### src/hdl/ppu_pkg.sv
`timescale 1ns / 1ps

package ppu_pkg;

    // Transaction kinds
    localparam logic [1:0] KIND_READ   = 2'd0;
    localparam logic [1:0] KIND_WRITE  = 2'd1;
    localparam logic [1:0] KIND_STATUS = 2'd2;

    // Register numbers (bus address modulo 8)
    localparam logic [2:0] REG_CTRL     = 3'd0;
    localparam logic [2:0] REG_MASK     = 3'd1;
    localparam logic [2:0] REG_STATUS   = 3'd2;
    localparam logic [2:0] REG_OAM_ADDR = 3'd3;
    localparam logic [2:0] REG_OAM_DATA = 3'd4;
    localparam logic [2:0] REG_SCROLL   = 3'd5;
    localparam logic [2:0] REG_ADDR     = 3'd6;
    localparam logic [2:0] REG_DATA     = 3'd7;

    // Highest address that still goes through the read buffer (below palette)
    localparam logic [15:0] BUFFERED_TOP = 16'h3EFF;
    localparam logic [15:0] STEP_ACROSS  = 16'd1;
    localparam logic [15:0] STEP_DOWN    = 16'd32;

    typedef struct packed {
        logic [1:0] kind;
        logic [2:0] reg_index;
        logic [7:0] write_data;
        logic [7:0] vram_data;
        logic [7:0] status_value;
    } t_in_item;

    typedef struct packed {
        logic [7:0]  read_data;
        logic        vram_write;
        logic        vram_read;
        logic [15:0] vram_addr;
        logic [7:0]  vram_wdata;
        logic [15:0] video_addr;
        logic [14:0] temp_addr;
        logic [2:0]  fine_scroll_x;
        logic [7:0]  ctrl_value;
        logic [7:0]  mask_value;
    } t_out_item;

endpackage

### src/hdl/ppu_if.sv
`timescale 1ns / 1ps

interface ppu_in_if;
    logic              valid;
    logic              ready;
    ppu_pkg::t_in_item item;

    modport source (output valid, output item, input ready);
    modport sink   (input valid, input item, output ready);
endinterface

interface ppu_out_if;
    logic               valid;
    logic               ready;
    ppu_pkg::t_out_item item;

    modport source (output valid, output item, input ready);
    modport sink   (input valid, input item, output ready);
endinterface

### src/hdl/ppu_in_stage.sv
`timescale 1ns / 1ps

module ppu_in_stage (
    input  logic              i_clk,
    input  logic              i_rst_n,
    input  logic              i_valid,
    input  ppu_pkg::t_in_item i_item,
    output logic              o_ready,
    input  logic              i_advance,
    output logic              o_valid,
    output ppu_pkg::t_in_item o_item
);

    logic              r_valid;
    ppu_pkg::t_in_item r_item;
    logic              w_take;

    assign o_ready = !r_valid || i_advance;
    assign w_take  = i_valid && o_ready;
    assign o_valid = r_valid;
    assign o_item  = r_item;

    always_ff @(posedge i_clk) begin
        if (!i_rst_n) begin
            r_valid <= 1'b0;
        end else if (w_take) begin
            r_valid <= 1'b1;
        end else if (i_advance) begin
            r_valid <= 1'b0;
        end
    end

    always_ff @(posedge i_clk) begin
        if (w_take) begin
            r_item <= i_item;
        end
    end

endmodule

### src/hdl/ppu_regfile.sv
`timescale 1ns / 1ps

module ppu_regfile (
    input  logic               i_clk,
    input  logic               i_rst_n,
    input  logic               i_advance,
    input  ppu_pkg::t_in_item  i_item,
    output ppu_pkg::t_out_item o_result
);

    logic [7:0]  r_ctrl,   n_ctrl;
    logic [7:0]  r_mask,   n_mask;
    logic [7:0]  r_status, n_status;
    logic [14:0] r_temp,   n_temp;
    logic [15:0] r_video,  n_video;
    logic [2:0]  r_fine_x, n_fine_x;
    logic        r_toggle, n_toggle;
    logic [7:0]  r_latch,  n_latch;

    logic [15:0] w_step;
    logic [7:0]  w_d;

    assign w_step = r_ctrl[2] ? ppu_pkg::STEP_DOWN : ppu_pkg::STEP_ACROSS;
    assign w_d    = i_item.write_data;

    always_comb begin
        n_ctrl   = r_ctrl;
        n_mask   = r_mask;
        n_status = r_status;
        n_temp   = r_temp;
        n_video  = r_video;
        n_fine_x = r_fine_x;
        n_toggle = r_toggle;
        n_latch  = r_latch;

        o_result            = '0;

        case (i_item.kind)
            ppu_pkg::KIND_WRITE: begin
                case (i_item.reg_index)
                    ppu_pkg::REG_CTRL: begin
                        n_ctrl         = w_d;
                        n_temp[11:10]  = w_d[1:0];
                    end
                    ppu_pkg::REG_MASK: begin
                        n_mask = w_d;
                    end
                    ppu_pkg::REG_SCROLL: begin
                        if (!r_toggle) begin
                            n_temp[4:0] = w_d[7:3];
                            n_fine_x    = w_d[2:0];
                        end else begin
                            n_temp[9:5]   = w_d[7:3];
                            n_temp[14:12] = w_d[2:0];
                        end
                        n_toggle = !r_toggle;
                    end
                    ppu_pkg::REG_ADDR: begin
                        if (!r_toggle) begin
                            n_temp[13:8] = w_d[5:0];
                            n_temp[14]   = 1'b0;
                        end else begin
                            n_temp[7:0] = w_d;
                            n_video     = {1'b0, r_temp[14:8], w_d};
                        end
                        n_toggle = !r_toggle;
                    end
                    ppu_pkg::REG_DATA: begin
                        o_result.vram_write = 1'b1;
                        o_result.vram_addr  = r_video;
                        o_result.vram_wdata = w_d;
                        n_video             = r_video + w_step;
                    end
                    default: ;
                endcase
            end
            ppu_pkg::KIND_READ: begin
                case (i_item.reg_index)
                    ppu_pkg::REG_STATUS: begin
                        o_result.read_data = r_status;
                        n_status[7]        = 1'b0;
                        n_toggle           = 1'b0;
                    end
                    ppu_pkg::REG_DATA: begin
                        o_result.vram_read = 1'b1;
                        o_result.vram_addr = r_video;
                        n_latch            = i_item.vram_data;
                        // below the palette the CPU sees the previous buffer
                        o_result.read_data = (r_video <= ppu_pkg::BUFFERED_TOP)
                                             ? r_latch : i_item.vram_data;
                        n_video            = r_video + w_step;
                    end
                    default: ;
                endcase
            end
            ppu_pkg::KIND_STATUS: begin
                n_status = i_item.status_value;
            end
            default: ;
        endcase

        o_result.video_addr    = n_video;
        o_result.temp_addr     = n_temp;
        o_result.fine_scroll_x = n_fine_x;
        o_result.ctrl_value    = n_ctrl;
        o_result.mask_value    = n_mask;
    end

    always_ff @(posedge i_clk) begin
        if (!i_rst_n) begin
            r_ctrl   <= '0;
            r_mask   <= '0;
            r_status <= '0;
            r_temp   <= '0;
            r_video  <= '0;
            r_fine_x <= '0;
            r_toggle <= 1'b0;
            r_latch  <= '0;
        end else if (i_advance) begin
            r_ctrl   <= n_ctrl;
            r_mask   <= n_mask;
            r_status <= n_status;
            r_temp   <= n_temp;
            r_video  <= n_video;
            r_fine_x <= n_fine_x;
            r_toggle <= n_toggle;
            r_latch  <= n_latch;
        end
    end

endmodule

### src/hdl/ppu_out_stage.sv
`timescale 1ns / 1ps

module ppu_out_stage (
    input  logic               i_clk,
    input  logic               i_rst_n,
    input  logic               i_valid,
    input  ppu_pkg::t_out_item i_item,
    output logic               o_load_ready,
    output logic               o_valid,
    input  logic               i_ready,
    output ppu_pkg::t_out_item o_item
);

    logic               r_valid;
    ppu_pkg::t_out_item r_item;
    logic               w_load;

    assign o_load_ready = !r_valid || i_ready;
    assign w_load       = i_valid && o_load_ready;
    assign o_valid      = r_valid;
    assign o_item       = r_item;

    always_ff @(posedge i_clk) begin
        if (!i_rst_n) begin
            r_valid <= 1'b0;
        end else if (w_load) begin
            r_valid <= 1'b1;
        end else if (i_ready) begin
            r_valid <= 1'b0;
        end
    end

    always_ff @(posedge i_clk) begin
        if (w_load) begin
            r_item <= i_item;
        end
    end

endmodule

### src/hdl/ppu_register_port.sv
`timescale 1ns / 1ps

// Channel   Dir  Payload               Transaction
// i_in      in   ppu_pkg::t_in_item    one CPU access or renderer status load
// o_out     out  ppu_pkg::t_out_item   access result plus register snapshot
//
// Result path: the input register feeds the register-file update logic, which
// loads the result register. One transaction per cycle sustained while o_out
// is ready; the register file is the only state carried between transactions
// and it updates as a transaction moves on.
// Synchronous active-low reset clears the register file and both valid flags.
// A stalled output holds its result; the input register keeps one more
// transaction, after which i_in.ready drops until o_out drains.

module ppu_register_port (
    input  logic             i_clk,
    input  logic             i_rst_n,
    ppu_in_if.sink           i_in,
    ppu_out_if.source        o_out
);

    logic               w_stage_valid;
    ppu_pkg::t_in_item  w_stage_item;
    logic               w_out_ready;
    logic               w_advance;
    ppu_pkg::t_out_item w_result;

    // A transaction leaves the input register (and commits its state update)
    // only when the result register can take its result.
    assign w_advance = w_stage_valid && w_out_ready;

    ppu_in_stage u_in_stage (
        .i_clk     (i_clk),
        .i_rst_n   (i_rst_n),
        .i_valid   (i_in.valid),
        .i_item    (i_in.item),
        .o_ready   (i_in.ready),
        .i_advance (w_advance),
        .o_valid   (w_stage_valid),
        .o_item    (w_stage_item)
    );

    // Scroll/address toggle, read buffer and control bytes live here.
    ppu_regfile u_regfile (
        .i_clk     (i_clk),
        .i_rst_n   (i_rst_n),
        .i_advance (w_advance),
        .i_item    (w_stage_item),
        .o_result  (w_result)
    );

    ppu_out_stage u_out_stage (
        .i_clk        (i_clk),
        .i_rst_n      (i_rst_n),
        .i_valid      (w_stage_valid),
        .i_item       (w_result),
        .o_load_ready (w_out_ready),
        .o_valid      (o_out.valid),
        .i_ready      (o_out.ready),
        .o_item       (o_out.item)
    );

endmodule

### src/flat_wrapper.sv
// flat-port wrapper written by rule: the top's interface ports become plain ports
module ppu_register_port_flat 
  (i_clk, i_rst_n, i_in_valid, i_in_item, i_in_ready, o_out_valid, o_out_item, o_out_ready);
  ppu_in_if i_in_i ();
  ppu_out_if o_out_i ();
  input  logic i_clk;
  input  logic i_rst_n;
  input wire logic [$bits(i_in_i.valid)-1:0] i_in_valid;
  input wire logic [$bits(i_in_i.item)-1:0] i_in_item;
  output wire logic [$bits(i_in_i.ready)-1:0] i_in_ready;
  output wire logic [$bits(o_out_i.valid)-1:0] o_out_valid;
  output wire logic [$bits(o_out_i.item)-1:0] o_out_item;
  input wire logic [$bits(o_out_i.ready)-1:0] o_out_ready;
  assign i_in_i.valid = i_in_valid;
  assign i_in_i.item = i_in_item;
  assign i_in_ready = i_in_i.ready;
  assign o_out_valid = o_out_i.valid;
  assign o_out_item = o_out_i.item;
  assign o_out_i.ready = o_out_ready;
  ppu_register_port u_core (.i_clk(i_clk), .i_rst_n(i_rst_n), .i_in(i_in_i), .o_out(o_out_i));
endmodule
### config.mk
export PLATFORM = sky130hd
export DESIGN_NAME = ppu_register_port_flat
export DESIGN_NICKNAME = d
export VERILOG_FILES = /design/src/hdl/ppu_pkg.sv /design/src/hdl/ppu_if.sv /design/src/hdl/ppu_in_stage.sv /design/src/hdl/ppu_regfile.sv /design/src/hdl/ppu_out_stage.sv /design/src/hdl/ppu_register_port.sv /design/src/flat_wrapper.sv
export SDC_FILE = /design/constraint.sdc
export NUM_CORES = 1
export LEC_CHECK = 0
export BUFFER_PORTS_ARGS = -buffer_cell sky130_fd_sc_hd__buf_4
export CAP_MARGIN = 5
export CORE_ASPECT_RATIO = 0.9
export CORE_UTILIZATION = 53
export CTS_BUF_LIST = sky130_fd_sc_hd__clkbuf_4
export CTS_CLUSTER_DIAMETER = 200
export DETAILED_ROUTE_END_ITERATION = 10
export MAX_ROUTING_LAYER = met4
export PLACE_DENSITY = 0.75
export SYNTH_ARGS = -nofsm -noshare
export SYNTH_HDL_FRONTEND = slang
export SYNTH_SLANG_ARGS = --single-unit
### constraint.sdc
create_clock -name i_clk -period 4.25 [get_ports i_clk]
set_input_delay 1.0625 -clock i_clk [delete_from_list [all_inputs] [get_ports i_clk]]
set_output_delay 1.0625 -clock i_clk [all_outputs]
set_load 0.02 [all_outputs]
==> results.yml <==
timing:
  fin_crit_ns: 3.03
  maxSlewViolCount: 0
  tightest_slew_ns: 1.04
  setup_ws_ns: 1.22
  max_freq_mhz: 330
  rsz0062_at_grt: "false"
  hold_ws_ns: 0.465
  slew_headroom_pct: 30.5
  final_hold_viol_count: 0
  post-route-period-util_pct: 71.3
  setup_tns_ns: 0
  finalSetupViolations: 0
  skew_ns: 0.0362
setup_path:
  path_max_fanout: 27
  crit_required_ns: 4.77
  path_class: "reg2reg"
  worstSetupStartpointType: "flop"
  critPathSlowestCell: "edfxtp_1"
  path_cells: "and3_1 > nand3_1 > nor2_1 > nand2_1 > a21oi_1"
  cp-end-kind: "flop"
  arrival_ns: 3.55
  cp_slowest_stage_delay_ns: 1.06
synth:
  synth_compound_area_share_pct: 15.7
  ys_seq_area_share_pct: 57.7
  synthXorXnorAreaFrac_pct: 0.106
  synth_edf_count: 113
  syn_area_um2: 8270
  synth_top_family_by_area: "compound AO/OA/AOI/OAI gates"
  yosysWarningCount: 0
  syn-mean-instance-area_um2: 10.8
  synth-simple-area-share_pct: 14.9
  synth_top_cell_by_area: "edfxtp_1"
  yosysUniqueCellTypes: 70
  synthFlopType: "edfxtp_1"
  synth_top_area_share_pct: 41.0
  synth-seq-cells: 182
  synth.area.top_cells: "edfxtp_1 (41%), dfxtp_1 (17%), mux2_2 (3.5%), mux2i_1 (3.5%), nor2_1 (3.3%)"
  syn_nets: 799
  syn_inst: 763
  async_reset_ff_share_pct: 0
  synth.area.mux_share_pct: 7.46
  synthAdderAreaFrac_pct: 0.454
pwr:
  p_leak_nw: 3.56
  peakVddDrop_uv: 275
  p_per_area_nw_per_um2: 346
die:
  row_count: 42
  start_util_pct: 55.2
  dieHeight_um: 121
  core-area_um2: 15000
  dieArea_um2: 16100
  die_w_um: 134
  io_pins: 119
routing:
  drt_iter0_markers: 765
  drt-total-wl_um: 21700
  vias: 6672
  dr.max_layer_used: "met4"
  via_per_inst: 6.26
  ant_nets: 0
  remaining_drc_errors: 0
  first_pass_iters: 5
  wl_per_cell_um: 20.4
  wl_met2_um: 10200
  m1WireLength_um: 9640
  dr_wl_met3_um: 1510
cts:
  cts-root-buf: "clkbuf_4"
  clk_path_buf_depth: 2
  clock_latency_ns: 0.60
  cts_resized: 0
  postCtsSetupRepairBufs: 0
  clk_pin_slew_ns: 0.15
  cts.sinks: 182
  cts_tree: "built"
  cts_inserted_buffers: 17
  cts_hold_buf: 0
  cts-htree-levels: 4
layout:
  syn2layout_area_growth_pct: 15.5
  drive_gt1_share_pct: 24.7
  fin_util_pct: 63.8
  layout_common_cells: "buf_4 (134), edfxtp_1 (113), nor2_1 (72)"
  fillers: 1175
  final_common_cell: "buf_4"
  nNetsFinal: 891
  diodes: 0
placement:
  place_congestion: 0.926
  post-place-ws_ns: 1.26
  dpl.hpwl_um: 14500
  port_buffers: 118
hold_path:
  hp-class: "reg2reg"
global_route:
  grt_antenna_before_repair: 0
  grt_max_degree: 54
  track_usage_pct: 28.1
  grt_pass1_vias: 6183
  grt_first_pass_wirelength_um: 33100
  globalRoute.totalOverflow: 0
flow_run:
  drv_cap: 0
outcome:
  status: "complete, no violations"
[per-layer routing]
layer,track usage (%),vias up
li1,-,3045
met1,38.2,3257
met2,43.3,343
met3,4.15,27
met4,9.66,0
met5,-,-
[metrics by stage]
step           total power, mW  cells  area, um^2
6_report                  3.31   1066        9550
4_1_cts                   3.32   1066        9550
3_5_place_dp              2.42   1034        9280
5_1_grt                   3.41   1066        9550
2_1_floorplan             2.26    763        8270
3_3_place_gp              2.41   1034        9280
[cell families after synthesis]
logic type / after synthesis
buffers and inverters: 73
AND/OR/NAND/NOR: 255
XOR/XNOR: 1
multiplexers: 58
adder cells (fa/ha/maj): 3
flip-flops: 182
AO/OA/AOI/OAI: 191
[worst max-delay path, delay by kind of cell, from the launching register on]
kind | cells | cell delay (ns)
AND/OR/NAND/NOR | 4 | 1.75
AO/OA/AOI/OAI | 1 | 0.14
flip-flops | 1 | 1.06
[registers in the layout, summed over array words and instances (netlist names)]
signal / count
u_core.u_regfile.r_fine_x: 3
u_core.u_regfile.r_video: 16
u_core.u_regfile.r_temp: 15
u_core.u_regfile.r_ctrl: 8
u_core.u_regfile.r_latch: 8
u_core.u_regfile.r_toggle: 1
u_core.u_in_stage.o_item: 29
u_core.u_regfile.r_status: 8
u_core.u_out_stage.o_valid: 1
u_core.u_in_stage.o_valid: 1
u_core.u_out_stage.o_item: 84
u_core.u_regfile.r_mask: 8
[Yosys cell counts, drive strengths merged, types with 3 or more instances]
cell and n:
o2bb2ai 3, nor4 4, and2 12, o21ai 46
nor2 73, mux2i 29, a22oi 8, o221ai 4
nor3 25, dfxtp 69, clkbuf 35, a211o 4
and3 23, o221a 3, buf 26, o22ai 12
nand3 29, and4 3, nor2b 4, a32o 3
nand2b 6, o31ai 3, mux2 29, nand2 64
a221o 6, a211oi 7, o211ai 5, a31oi 15
a21oi 37, ha 3, o21ba 10, o21a 3
nand4 4, inv 11, edfxtp 113
[area by class of cell]
type / count / area, um^2 / area share [%]
clock buffers: 18 / 135 / 1.41
multi-input cells: 508 / 3210 / 33.6
inverters: 12 / 47.5 / 0.498
well taps: 198 / 248 / 2.59
repair buffers: 134 / 1010 / 10.5
flip-flops and latches: 182 / 4770 / 50.0
clock inverters: 14 / 136 / 1.43
[path summary, 6_finish.rpt]
path / from / endpoint / slack (ns) / cells past startpoint
max: u_core.u_in_stage.o_item[26]$_DFFE_PP_ / u_core.u_regfile.r_latch[2]$_SDFFE_PN0P_ / 1.22 / 5
min: u_core.u_regfile.r_fine_x[1]$_SDFFE_PN0P_ / u_core.u_regfile.r_fine_x[1]$_SDFFE_PN0P_ / 0.46 / 2
max reg2reg: u_core.u_in_stage.o_item[26]$_DFFE_PP_ / u_core.u_regfile.r_latch[2]$_SDFFE_PN0P_ / 1.22 / 5
min reg2reg: u_core.u_regfile.r_fine_x[1]$_SDFFE_PN0P_ / u_core.u_regfile.r_fine_x[1]$_SDFFE_PN0P_ / 0.46 / 2
[report_power, final]
group / internal [mW] / switching [mW]
Combinational: 0.139 / 0.219
Clock: 0.266 / 0.658
Sequential: 1.96 / 0.0689
(Power assumes the default switching activity.)
